`config.mk`:
```
export PLATFORM = sky130hd
export DESIGN_NAME = infix_calculator_stream_top
export DESIGN_NICKNAME = d
export VERILOG_FILES = /design/src/rtl/core/isc_pkg.sv /design/src/rtl/core/infix_calculator_stream_top.sv
export SDC_FILE = /design/constraint.sdc
export NUM_CORES = 1
export LEC_CHECK = 0
export ABC_AREA = 1
export ABC_CLOCK_PERIOD_IN_PS = 6250
export BUFFER_PORTS_ARGS = -buffer_cell sky130_fd_sc_hd__buf_4
export CORE_ASPECT_RATIO = 0.8
export CORE_MARGIN = 4
export CORE_UTILIZATION = 50
export CTS_BUF_LIST = sky130_fd_sc_hd__clkbuf_16
export DETAILED_ROUTE_END_ITERATION = 7
export PLACE_DENSITY_LB_ADDON = 0.12
export SETUP_SLACK_MARGIN = 0.15
export SYNTH_ARGS = -nofsm -noshare
export SYNTH_HDL_FRONTEND = slang
export SYNTH_SLANG_ARGS = --single-unit
```
`constraint.sdc`:
```
create_clock -name clk -period 6.25 [get_ports clk]
set_clock_uncertainty 0.05 [all_clocks]
set_input_delay 0.3125 -clock clk [delete_from_list [all_inputs] [get_ports clk]]
set_output_delay 0.3125 -clock clk [all_outputs]
set_load 0.05 [all_outputs]
```
`src/rtl/core/isc_pkg.sv`:
```
// Package for the streaming infix calculator.
// Holds the sequencer state type, operator codes and ASCII constants.
// No dependencies.
package isc_pkg;

  // Sequencer states of the shared arithmetic unit.
  typedef enum logic [2:0] {
    ST_IDLE,
    ST_MUL,
    ST_DIV_A,
    ST_DIV_B,
    ST_DIV,
    ST_DIV_FIX,
    ST_POST
  } state_t;

  // Multiplicative operator waiting for the number being read.
  typedef enum logic [1:0] {
    POP_NONE,
    POP_MUL,
    POP_DIV
  } pop_t;

  // Operator character that started the current close of a number.
  typedef enum logic [2:0] {
    OPK_MUL,
    OPK_DIV,
    OPK_ADD,
    OPK_SUB,
    OPK_EQ
  } opk_t;

  localparam logic [7:0] CH_PLUS  = 8'h2B;
  localparam logic [7:0] CH_MINUS = 8'h2D;
  localparam logic [7:0] CH_STAR  = 8'h2A;
  localparam logic [7:0] CH_SLASH = 8'h2F;
  localparam logic [7:0] CH_EQUAL = 8'h3D;
  localparam logic [7:0] CH_ZERO  = 8'h30;
  localparam logic [7:0] CH_NINE  = 8'h39;

endpackage

```
`src/rtl/core/infix_calculator_stream_top.sv`:
```
// Streaming infix calculator: one ASCII character per input word, one
// result word per '='. Depends on isc_pkg.
//
// Usage:
//   Input channel (ch, in_valid, in_stall) takes one character per word.
//   Digits build a number, + - * / are operators with the usual two levels
//   of precedence, '=' closes the expression, anything else is ignored.
//   Output channel (value, div_zero, out_valid, out_stall) carries one
//   word per '=': the wrapped signed result and a division-by-zero flag.
// Sequencing:
//   A digit or an ignored character is taken while idle. An operator or '='
//   with no pending * or / goes through ST_POST; with a pending * it first
//   runs ST_MUL (one shift-add step per cycle); with a pending / and a nonzero
//   divisor it runs ST_DIV_A, ST_DIV_B, ST_DIV (one restoring step per cycle)
//   and ST_DIV_FIX for sign handling. All steps share one adder/subtractor.
//   The block holds in_stall high while it works on a character.
// Reset: rst clears the expression state and drops out_valid.
// Stall: a result waits in the output register while out_stall is high;
//   characters are still taken, and a following '=' waits until the
//   register is free.
module infix_calculator_stream_top #(
  parameter int DATA_WIDTH = 32
) (
  input  logic               clk,
  input  logic               rst,
  input  logic [7:0]         ch,
  input  logic               in_valid,
  output logic               in_stall,
  output logic signed [31:0] value,
  output logic               div_zero,
  output logic               out_valid,
  input  logic               out_stall
);
  import isc_pkg::*;

  localparam int DW = DATA_WIDTH;
  localparam int CW = $clog2(DATA_WIDTH);

  // Expression state.
  logic [DW-1:0] sum_acc;
  logic [DW-1:0] term_acc;
  logic [DW-1:0] number_acc;
  logic          additive_op;
  pop_t          pending_op;
  logic          error_seen;

  // Working registers of the sequencer.
  state_t        state;
  state_t        state_next;
  opk_t          opk;
  logic [DW-1:0] opa;
  logic [DW-1:0] opb;
  logic [DW-1:0] work;
  logic [DW-2:0] rem;
  logic [CW-1:0] cnt;
  logic          q_neg;

  // Shared adder/subtractor.
  logic [DW-1:0] alu_a;
  logic [DW-1:0] alu_b;
  logic          alu_sub;
  logic [DW:0]   alu_full;
  logic [DW-1:0] alu_y;
  logic          alu_c;

  logic          in_take;
  logic          is_digit;
  logic          is_op;
  opk_t          in_kind;
  logic [DW-1:0] num_dec;
  logic [DW-1:0] rem_shift;
  logic          out_free;
  logic          cnt_done;
  logic          res_load;

  assign in_stall = (state != ST_IDLE);
  assign in_take  = in_valid && !in_stall;
  assign out_free = !out_valid || !out_stall;
  assign cnt_done = (cnt == '0);
  assign res_load = (state == ST_POST) && (opk == OPK_EQ) && out_free;

  // Character decode.
  assign is_digit = (ch >= CH_ZERO) && (ch <= CH_NINE);
  assign num_dec  = {number_acc[DW-4:0], 3'b000} + {number_acc[DW-2:0], 1'b0}
                  + DW'(ch - CH_ZERO);

  always_comb begin
    is_op   = 1'b1;
    in_kind = OPK_EQ;
    unique case (ch)
      CH_STAR:  in_kind = OPK_MUL;
      CH_SLASH: in_kind = OPK_DIV;
      CH_PLUS:  in_kind = OPK_ADD;
      CH_MINUS: in_kind = OPK_SUB;
      CH_EQUAL: in_kind = OPK_EQ;
      default:  is_op   = 1'b0;
    endcase
  end

  // Restoring division: partial remainder shifted by one dividend bit.
  assign rem_shift = {rem, opa[DW-1]};

  // Operand selection for the shared unit.
  always_comb begin
    alu_a   = '0;
    alu_b   = '0;
    alu_sub = 1'b0;
    unique case (state)
      ST_MUL: begin
        alu_a = work;
        alu_b = opa;
      end
      ST_DIV_A: begin
        alu_b   = term_acc;
        alu_sub = 1'b1;
      end
      ST_DIV_B: begin
        alu_b   = number_acc;
        alu_sub = 1'b1;
      end
      ST_DIV: begin
        alu_a   = rem_shift;
        alu_b   = opb;
        alu_sub = 1'b1;
      end
      ST_DIV_FIX: begin
        alu_b   = opa;
        alu_sub = 1'b1;
      end
      ST_POST: begin
        alu_a   = sum_acc;
        alu_b   = term_acc;
        alu_sub = additive_op;
      end
      default: begin
        alu_sub = 1'b0;
      end
    endcase
  end

  assign alu_full = {1'b0, alu_a} + {1'b0, (alu_sub ? ~alu_b : alu_b)}
                  + (DW+1)'(alu_sub);
  assign alu_y    = alu_full[DW-1:0];
  assign alu_c    = alu_full[DW];

  // Next state of the sequencer.
  always_comb begin
    state_next = state;
    unique case (state)
      ST_IDLE: begin
        if (in_take && is_op) begin
          priority if (pending_op == POP_MUL) begin
            state_next = ST_MUL;
          end else if (pending_op == POP_DIV && number_acc != '0) begin
            state_next = ST_DIV_A;
          end else begin
            state_next = ST_POST;
          end
        end
      end
      ST_MUL:     if (cnt_done) state_next = ST_POST;
      ST_DIV_A:   state_next = ST_DIV_B;
      ST_DIV_B:   state_next = ST_DIV;
      ST_DIV:     if (cnt_done) state_next = ST_DIV_FIX;
      ST_DIV_FIX: state_next = ST_POST;
      ST_POST: begin
        if (opk != OPK_EQ || out_free) state_next = ST_IDLE;
      end
      default:    state_next = ST_IDLE;
    endcase
  end

  always_ff @(posedge clk) begin
    if (rst) begin
      state <= ST_IDLE;
    end else begin
      state <= state_next;
    end
  end

  // Datapath registers, updated per sequencer step.
  always_ff @(posedge clk) begin
    if (rst) begin
      sum_acc     <= '0;
      term_acc    <= '0;
      number_acc  <= '0;
      additive_op <= 1'b0;
      pending_op  <= POP_NONE;
      error_seen  <= 1'b0;
      out_valid   <= 1'b0;
    end else begin
      // The output register fills on a result and empties when its word is taken.
      if (res_load) begin
        out_valid <= 1'b1;
      end else if (out_valid && !out_stall) begin
        out_valid <= 1'b0;
      end
      unique case (state)
        ST_IDLE: begin
          if (in_take && is_digit) begin
            number_acc <= num_dec;
          end else if (in_take && is_op) begin
            opk <= in_kind;
            priority if (pending_op == POP_MUL) begin
              work <= '0;
              opa  <= term_acc;
              opb  <= number_acc;
              cnt  <= CW'(DW - 1);
            end else if (pending_op == POP_DIV) begin
              if (number_acc == '0) begin
                term_acc   <= '0;
                error_seen <= 1'b1;
              end
              q_neg <= term_acc[DW-1] ^ number_acc[DW-1];
            end else begin
              term_acc <= number_acc;
            end
          end
        end
        ST_MUL: begin
          if (opb[0]) begin
            work <= alu_y;
          end
          opa <= {opa[DW-2:0], 1'b0};
          opb <= {1'b0, opb[DW-1:1]};
          cnt <= cnt - CW'(1);
          if (cnt_done) begin
            term_acc <= opb[0] ? alu_y : work;
          end
        end
        ST_DIV_A: begin
          opa <= term_acc[DW-1] ? alu_y : term_acc;
        end
        ST_DIV_B: begin
          opb <= number_acc[DW-1] ? alu_y : number_acc;
          rem <= '0;
          cnt <= CW'(DW - 1);
        end
        ST_DIV: begin
          // Carry out of the subtract means the shifted remainder >= divisor.
          rem <= alu_c ? alu_y[DW-2:0] : rem_shift[DW-2:0];
          opa <= {opa[DW-2:0], alu_c};
          cnt <= cnt - CW'(1);
        end
        ST_DIV_FIX: begin
          term_acc <= q_neg ? alu_y : opa;
        end
        ST_POST: begin
          unique case (opk)
            OPK_MUL: begin
              pending_op <= POP_MUL;
              number_acc <= '0;
            end
            OPK_DIV: begin
              pending_op <= POP_DIV;
              number_acc <= '0;
            end
            OPK_ADD, OPK_SUB: begin
              sum_acc     <= alu_y;
              term_acc    <= '0;
              number_acc  <= '0;
              pending_op  <= POP_NONE;
              additive_op <= (opk == OPK_SUB);
            end
            OPK_EQ: begin
              // Result goes out once the output register is free.
              if (out_free) begin
                value       <= 32'($signed(alu_y));
                div_zero    <= error_seen;
                sum_acc     <= '0;
                term_acc    <= '0;
                number_acc  <= '0;
                additive_op <= 1'b0;
                pending_op  <= POP_NONE;
                error_seen  <= 1'b0;
              end
            end
            default: begin
              pending_op <= POP_NONE;
            end
          endcase
        end
        default: begin
          number_acc <= number_acc;
        end
      endcase
    end
  end

endmodule

```
; Word-level counts from Yosys, hierarchy flattened
; Index checks and enable logic that the tools add are counted.
[classes]
n_addsub = 6
order_cmp = 2
bitwise = 5
muxes = 61
n_reduce_logical = 49
eq_ne = 35
[op_table]
columns = op, count
row1 = 32-bit two-way mux, 22
row2 = 32-bit case mux with 4 select lines, 3
row3 = 32-bit case mux with 2 select lines, 5
row4 = 32-bit case mux with 3 select lines, 2
row5 = 32-bit adder, 2
row6 = 31-bit case mux with 2 select lines, 1
row7 = "8-bit by 6-bit == test with 1-bit output, second input constant", 5
row8 = 32-bit by 32-bit adder with 33-bit output, 1
row9 = 33-bit by 1-bit adder with 33-bit output, 1
row10 = 32-bit zero test, 1
row11 = 32-bit inverter, 1
row12 = 32-bit nonzero test, 1
row13 = 31-bit two-way mux, 1
row14 = "2-bit inequality test, second input constant", 11
row15 = 3-bit case mux with 7 select lines, 1
row16 = 5-bit AND reduction, 4
row17 = 3-bit two-way mux, 6
row18 = 4-bit AND reduction, 4
row19 = 8-bit AND reduction, 2
row20 = 5-bit two-way mux, 3
row21 = 5-bit case mux with 3 select lines, 1
row22 = "3-bit by 2-bit == test with 1-bit output, second input constant", 4
row23 = "3-bit == test, second input constant", 4
row24 = 3-bit case mux with 4 select lines, 1
row25 = 31 further kinds, 71
[totals]
word_cells = 175
register_bits = 273
out_inout_bits = 35

; Logic depth before layout (Yosys ltp)
[depth]
word_depth = 10
depth_mapped = 30
depth_no_buf = 27

; Least setup slack after synthesis
; No wires, ideal clock.
[synth_path]
path_kind = flip-flop to flip-flop
startpoint = register state[0]
endpoint = register opb[0], enable pin
path_stages_with_launch = 10
t_arrival_ns = 4.416
period_less_slack_ns = 4.967
required_time_ns = 5.698
slack_ns = 1.283
path_cell_list = dfxtp_1 > buf_4 > nor2_1 > inv_1 > nor2_4 > inv_1 > a21oi_1 > inv_1 > nand2_1 > nor4_1
[synth_via]
elab_chain_cells = 6
elab_cells_between_ends = 13
[synth_lines]
columns = element, line
row1 = start: declaration, infix_calculator_stream_top.sv:48  ; state_t state;
row2 = start signal: assignment, infix_calculator_stream_top.sv:177  ; state <= state_next;
row3 = 3-bit nonzero test *, infix_calculator_stream_top.sv:76  ; assign in_stall = (state != ST_IDLE);
row4 = named net in_stall, infix_calculator_stream_top.sv:28  ; output logic in_stall,
row5 = 1-bit zero test *, infix_calculator_stream_top.sv:77  ; assign in_take = in_valid && !in_stall;
row6 = 1-bit logical AND *, infix_calculator_stream_top.sv:77
row7 = 1-bit logical AND (on tied branches), "infix_calculator_stream_top.sv:200, infix_calculator_stream_top.sv:202"
row8 = 2-bit inequality test (no source line), -
row9 = 5-bit AND reduction (no source line) *, -
row10 = end signal: assignment, infix_calculator_stream_top.sv:207  ; opb <= number_acc;
row11 = end signal: assignment, infix_calculator_stream_top.sv:225  ; opb <= {1'b0, opb[DW-1:1]};
row12 = end signal: assignment, infix_calculator_stream_top.sv:235  ; opb <= number_acc[DW-1] ? alu_y : number_acc;
row13 = end: declaration, infix_calculator_stream_top.sv:52  ; logic [DW-1:0] opb;
; Mark *: on every way through the listed nets, which the timed path passes. The rest lies on a longest branch.
; A chain may end at the register's enable or synchronous reset.

; Final worst setup path
[layout_path]
startpoint = register state[0]
endpoint = register rem[22] (data pin)
[layout_via]
elab_chain_cells = 9
elab_cells_between_ends = 18
[layout_lines]
columns = element, line
row1 = 3-bit == test (tied with other cells), infix_calculator_stream_top.sv:108  ; unique case (state)
row2 = 2-bit OR reduction (no source line), -
row3 = 32-bit case mux with 4 select lines, infix_calculator_stream_top.sv:108
row4 = 32-bit inverter, infix_calculator_stream_top.sv:141  ; assign alu_full = {1'b0, alu_a} + {1'b0, (alu_sub ? ~alu_b : alu_b)}
row5 = 32-bit two-way mux, infix_calculator_stream_top.sv:141
row6 = 32-bit by 32-bit adder with 33-bit output, infix_calculator_stream_top.sv:141
row7 = 33-bit by 1-bit adder with 33-bit output, infix_calculator_stream_top.sv:142  ; + (DW+1)'(alu_sub);
row8 = 31-bit two-way mux, infix_calculator_stream_top.sv:241  ; rem <= alu_c ? alu_y[DW-2:0] : rem_shift[DW-2:0];
row9 = 31-bit case mux with 2 select lines *, infix_calculator_stream_top.sv:198  ; unique case (state)
row10 = end signal: assignment, infix_calculator_stream_top.sv:241
row11 = end: declaration, infix_calculator_stream_top.sv:54  ; logic [DW-2:0] rem;
; Mark *: on every way between the ends. The rest lies on a longest branch, timed or not.

==> reports/metrics.cfg <==
[setup_path]
slowest_delay_ns = 0.62
crit_type = flop to flop
rrSetupSlack_ns = 0.77
critical_path_buf_inv_count = 8
critPathTopFamily = buffers and inverters
endpoint_kind = flop
cp.depth = 28
r2r-start = state[0]$_SDFFE_PP0P_
endpoint = rem[22]$_SDFFCE_PP0P_
slowest_stage = dfxtp_1
crit_required_ns = 6.53
worstRegToRegCells = 28
worstPathArrival_ns = 5.76
r2r-end = rem[22]$_SDFFCE_PP0P_
cp_max_fo = 30
setup.worst_path.start = state[0]$_SDFFE_PP0P_
startpoint_type = flop

[timing]
worst_pin_slew_ns = 1.20
fmax_ghz = 0.183
maxSlewHeadroom = 0.198
rsz0062_at_grt = no
period_share = 0.877
final-setup-viol-count = 0
hold_violations = 0
hold_ws_ns = 0.0528
finalCriticalPeriod_ns = 5.48
drv_slew = 0
setup_tns_ns = 0

[power]
ir_drop_v = 0.000338
p_leak_uw = 0.00893
power.density_nw_per_um2 = 489

[global_route]
grt_overflow = 0
grt_usage = 0.311
grt_pass1_wl_um = 99200
grt_pass1_vias = 16600
grt_max_degree = 62
antenna_found_initial = 0

[yosys]
avgSynthCellArea_um2 = 7.77
synthTopCellsByArea = edfxtp_1 28%, dfxtp_1 11%, nand2_1 9.0%, a21oi_1 7.8%, inv_1 6.6%
syn-instance-count = 2375
ys_ff_latch = 273
synth-main-ff-cell = edfxtp_1
synth_cell_types = 64
syn-num-nets = 2483
async_reset_ff_frac = 0
netlist_area_um2 = 18500
synth_edf_count = 169
yosysTopAreaCell = edfxtp_1
synth_top_area_share = 0.275
yosysSeqAreaShare = 0.388
ys_warn_count = 0

[finish]
final_cell_mix = 442 x nand2_1, 326 x inv_1, 286 x a21oi_1
layout_commonest_cell = nand2_1
fin_nets = 2498
layout-drive-gt1-share = 0.0866
num-fill-cells = 3416
fin_util = 0.564
area_growth_pct = 10.5
diodes = 0

[floorplan]
dieArea_um2 = 40100
die_y_um = 180
start_util = 0.510
ios = 47
rows = 62
die-width_um = 223
core_area_um2 = 36100

[detailed_routing]
ant_nets = 0
remaining_drc_errors = 0
num_vias = 17700
via_per_inst = 6.12
wl_per_cell_um = 22.4
first_pass_iters = 5
initialDrtViolationCount = 2209
wl_um = 64700

[clocking]
clock_sinks = 273
cts.path.max_buffers = 3
cts_setup_buffers = 0
clkTransAtPathRegs_ns = 0.07
post_cts_resized = 0
h-tree-depth = 1
cts_tree = yes
clk_latency_ns = 0.58
cts_buffers = 30
cts_root_buf = clkbuf_16
cts_hold_buf = 1

[place]
dpl.hpwl_um = 46000
place_congestion = 0.994
portBuffers = 46

[job]
max_cap_viol_count = 0

[outcome]
status = complete, no violations

[worst_hold_path]
hp-class = input pin to flop

[registers in the layout (all words and copies together), names as in the netlist, 2 cells and up]
| register | count |
|---|---|
| sum_acc | 32 |
| number_acc | 32 |
| opk | 3 |
| cnt | 5 |
| state | 3 |
| opb | 32 |
| rem | 31 |
| term_acc | 32 |
| pending_op | 2 |
| work | 32 |
| value | 32 |
| opa | 32 |
[final cells by class]
type / instances / area [um2] / area share
multi-input combinational: 1654 / 9610 / 0.471
timing repair buffer: 91 / 686 / 0.0336
clock buffer: 31 / 776 / 0.0381
tap: 480 / 601 / 0.0295
inverter: 340 / 1280 / 0.0629
clock inverter: 24 / 273 / 0.0134
sequential: 273 / 7160 / 0.351
[worst min-delay path by stage]
stage                             end               startpoint  slack [ns]  cells past startpoint
3_3_place_gp       div_zero$_DFFE_PP_  error_seen$_SDFFE_PP0P_        0.37                      0
2_1_floorplan      div_zero$_DFFE_PP_  error_seen$_SDFFE_PP0P_        0.36                      0
6_report       out_valid$_SDFFE_PP0P_                out_stall        0.05                      3
5_1_grt        out_valid$_SDFFE_PP0P_                out_stall        0.07                      3
3_5_place_dp       div_zero$_DFFE_PP_  error_seen$_SDFFE_PP0P_        0.38                      0
4_1_cts        out_valid$_SDFFE_PP0P_                out_stall        0.04                      3
[cell usage after synthesis (5+ instances only)]
cell type  number
a211oi_1       32
a21o_1          7
a21oi_1       287
a221oi_1        9
a22oi_1        40
a31oi_1        14
buf_1          10
buf_2          22
clkbuf_1       69
clkinv_1        5
dfxtp_1       104
edfxtp_1      169
fa_1           30
ha_1           66
inv_1         323
inv_2          11
nand2_1       442
nand2_2        16
nand3_1        90
nand4_1        16
nor2_1        148
nor3_1         28
nor4_1         12
o211ai_1       34
o21a_1         14
o21ai_0       117
o21ai_1        54
o21bai_1        6
o221ai_1       28
o22ai_1        57
or2_2           9
xnor2_1         6
xor2_1         45
[through the flow]
step	cell area (um2)	power [uW]	setup WS, ns	instances
6_report	20400	9960	0.771	2893
4_1_cts	20400	9840	0.941	2893
3_3_place_gp	19300	7870	1.20	2837
3_5_place_dp	19300	7910	0.967	2837
5_1_grt	20400	10500	0.439	2893
2_1_floorplan	18500	6010	1.28	2375
[worst min-delay path, cell delays in order]
cell     delay [ns]
buf_4          0.11
nand2_1        0.11
a21oi_1        0.09
[cell families after synthesis]
group                    after synthesis  synth area share
AND/OR/NAND/NOR                      783             0.181
XOR/XNOR                              55            0.0277
flip-flops                           273             0.388
buffers and inverters                448            0.0951
adder cells (fa/ha/maj)               96            0.0773
AO/OA/AOI/OAI                        720             0.230
[layer usage]
metal | up-vias | GRT usage | share of wire
li1 | 8222 | - | -
met3 | 153 | 0.0488 | 0.10
met2 | 1102 | 0.470 | 0.43
met4 | 0 | 0.103 | 0.039
met1 | 8234 | 0.457 | 0.43
met5 | - | 0 | 0
[where the power goes]
| part | switching, uW | internal (uW) | total (uW) |
|---|---|---|---|
| Sequential | 150 | 2380 | 2530 |
| Combinational | 4000 | 1490 | 5500 |
| Clock | 790 | 1140 | 1930 |
No activity file was read; power rests on OpenSTA's default activity.
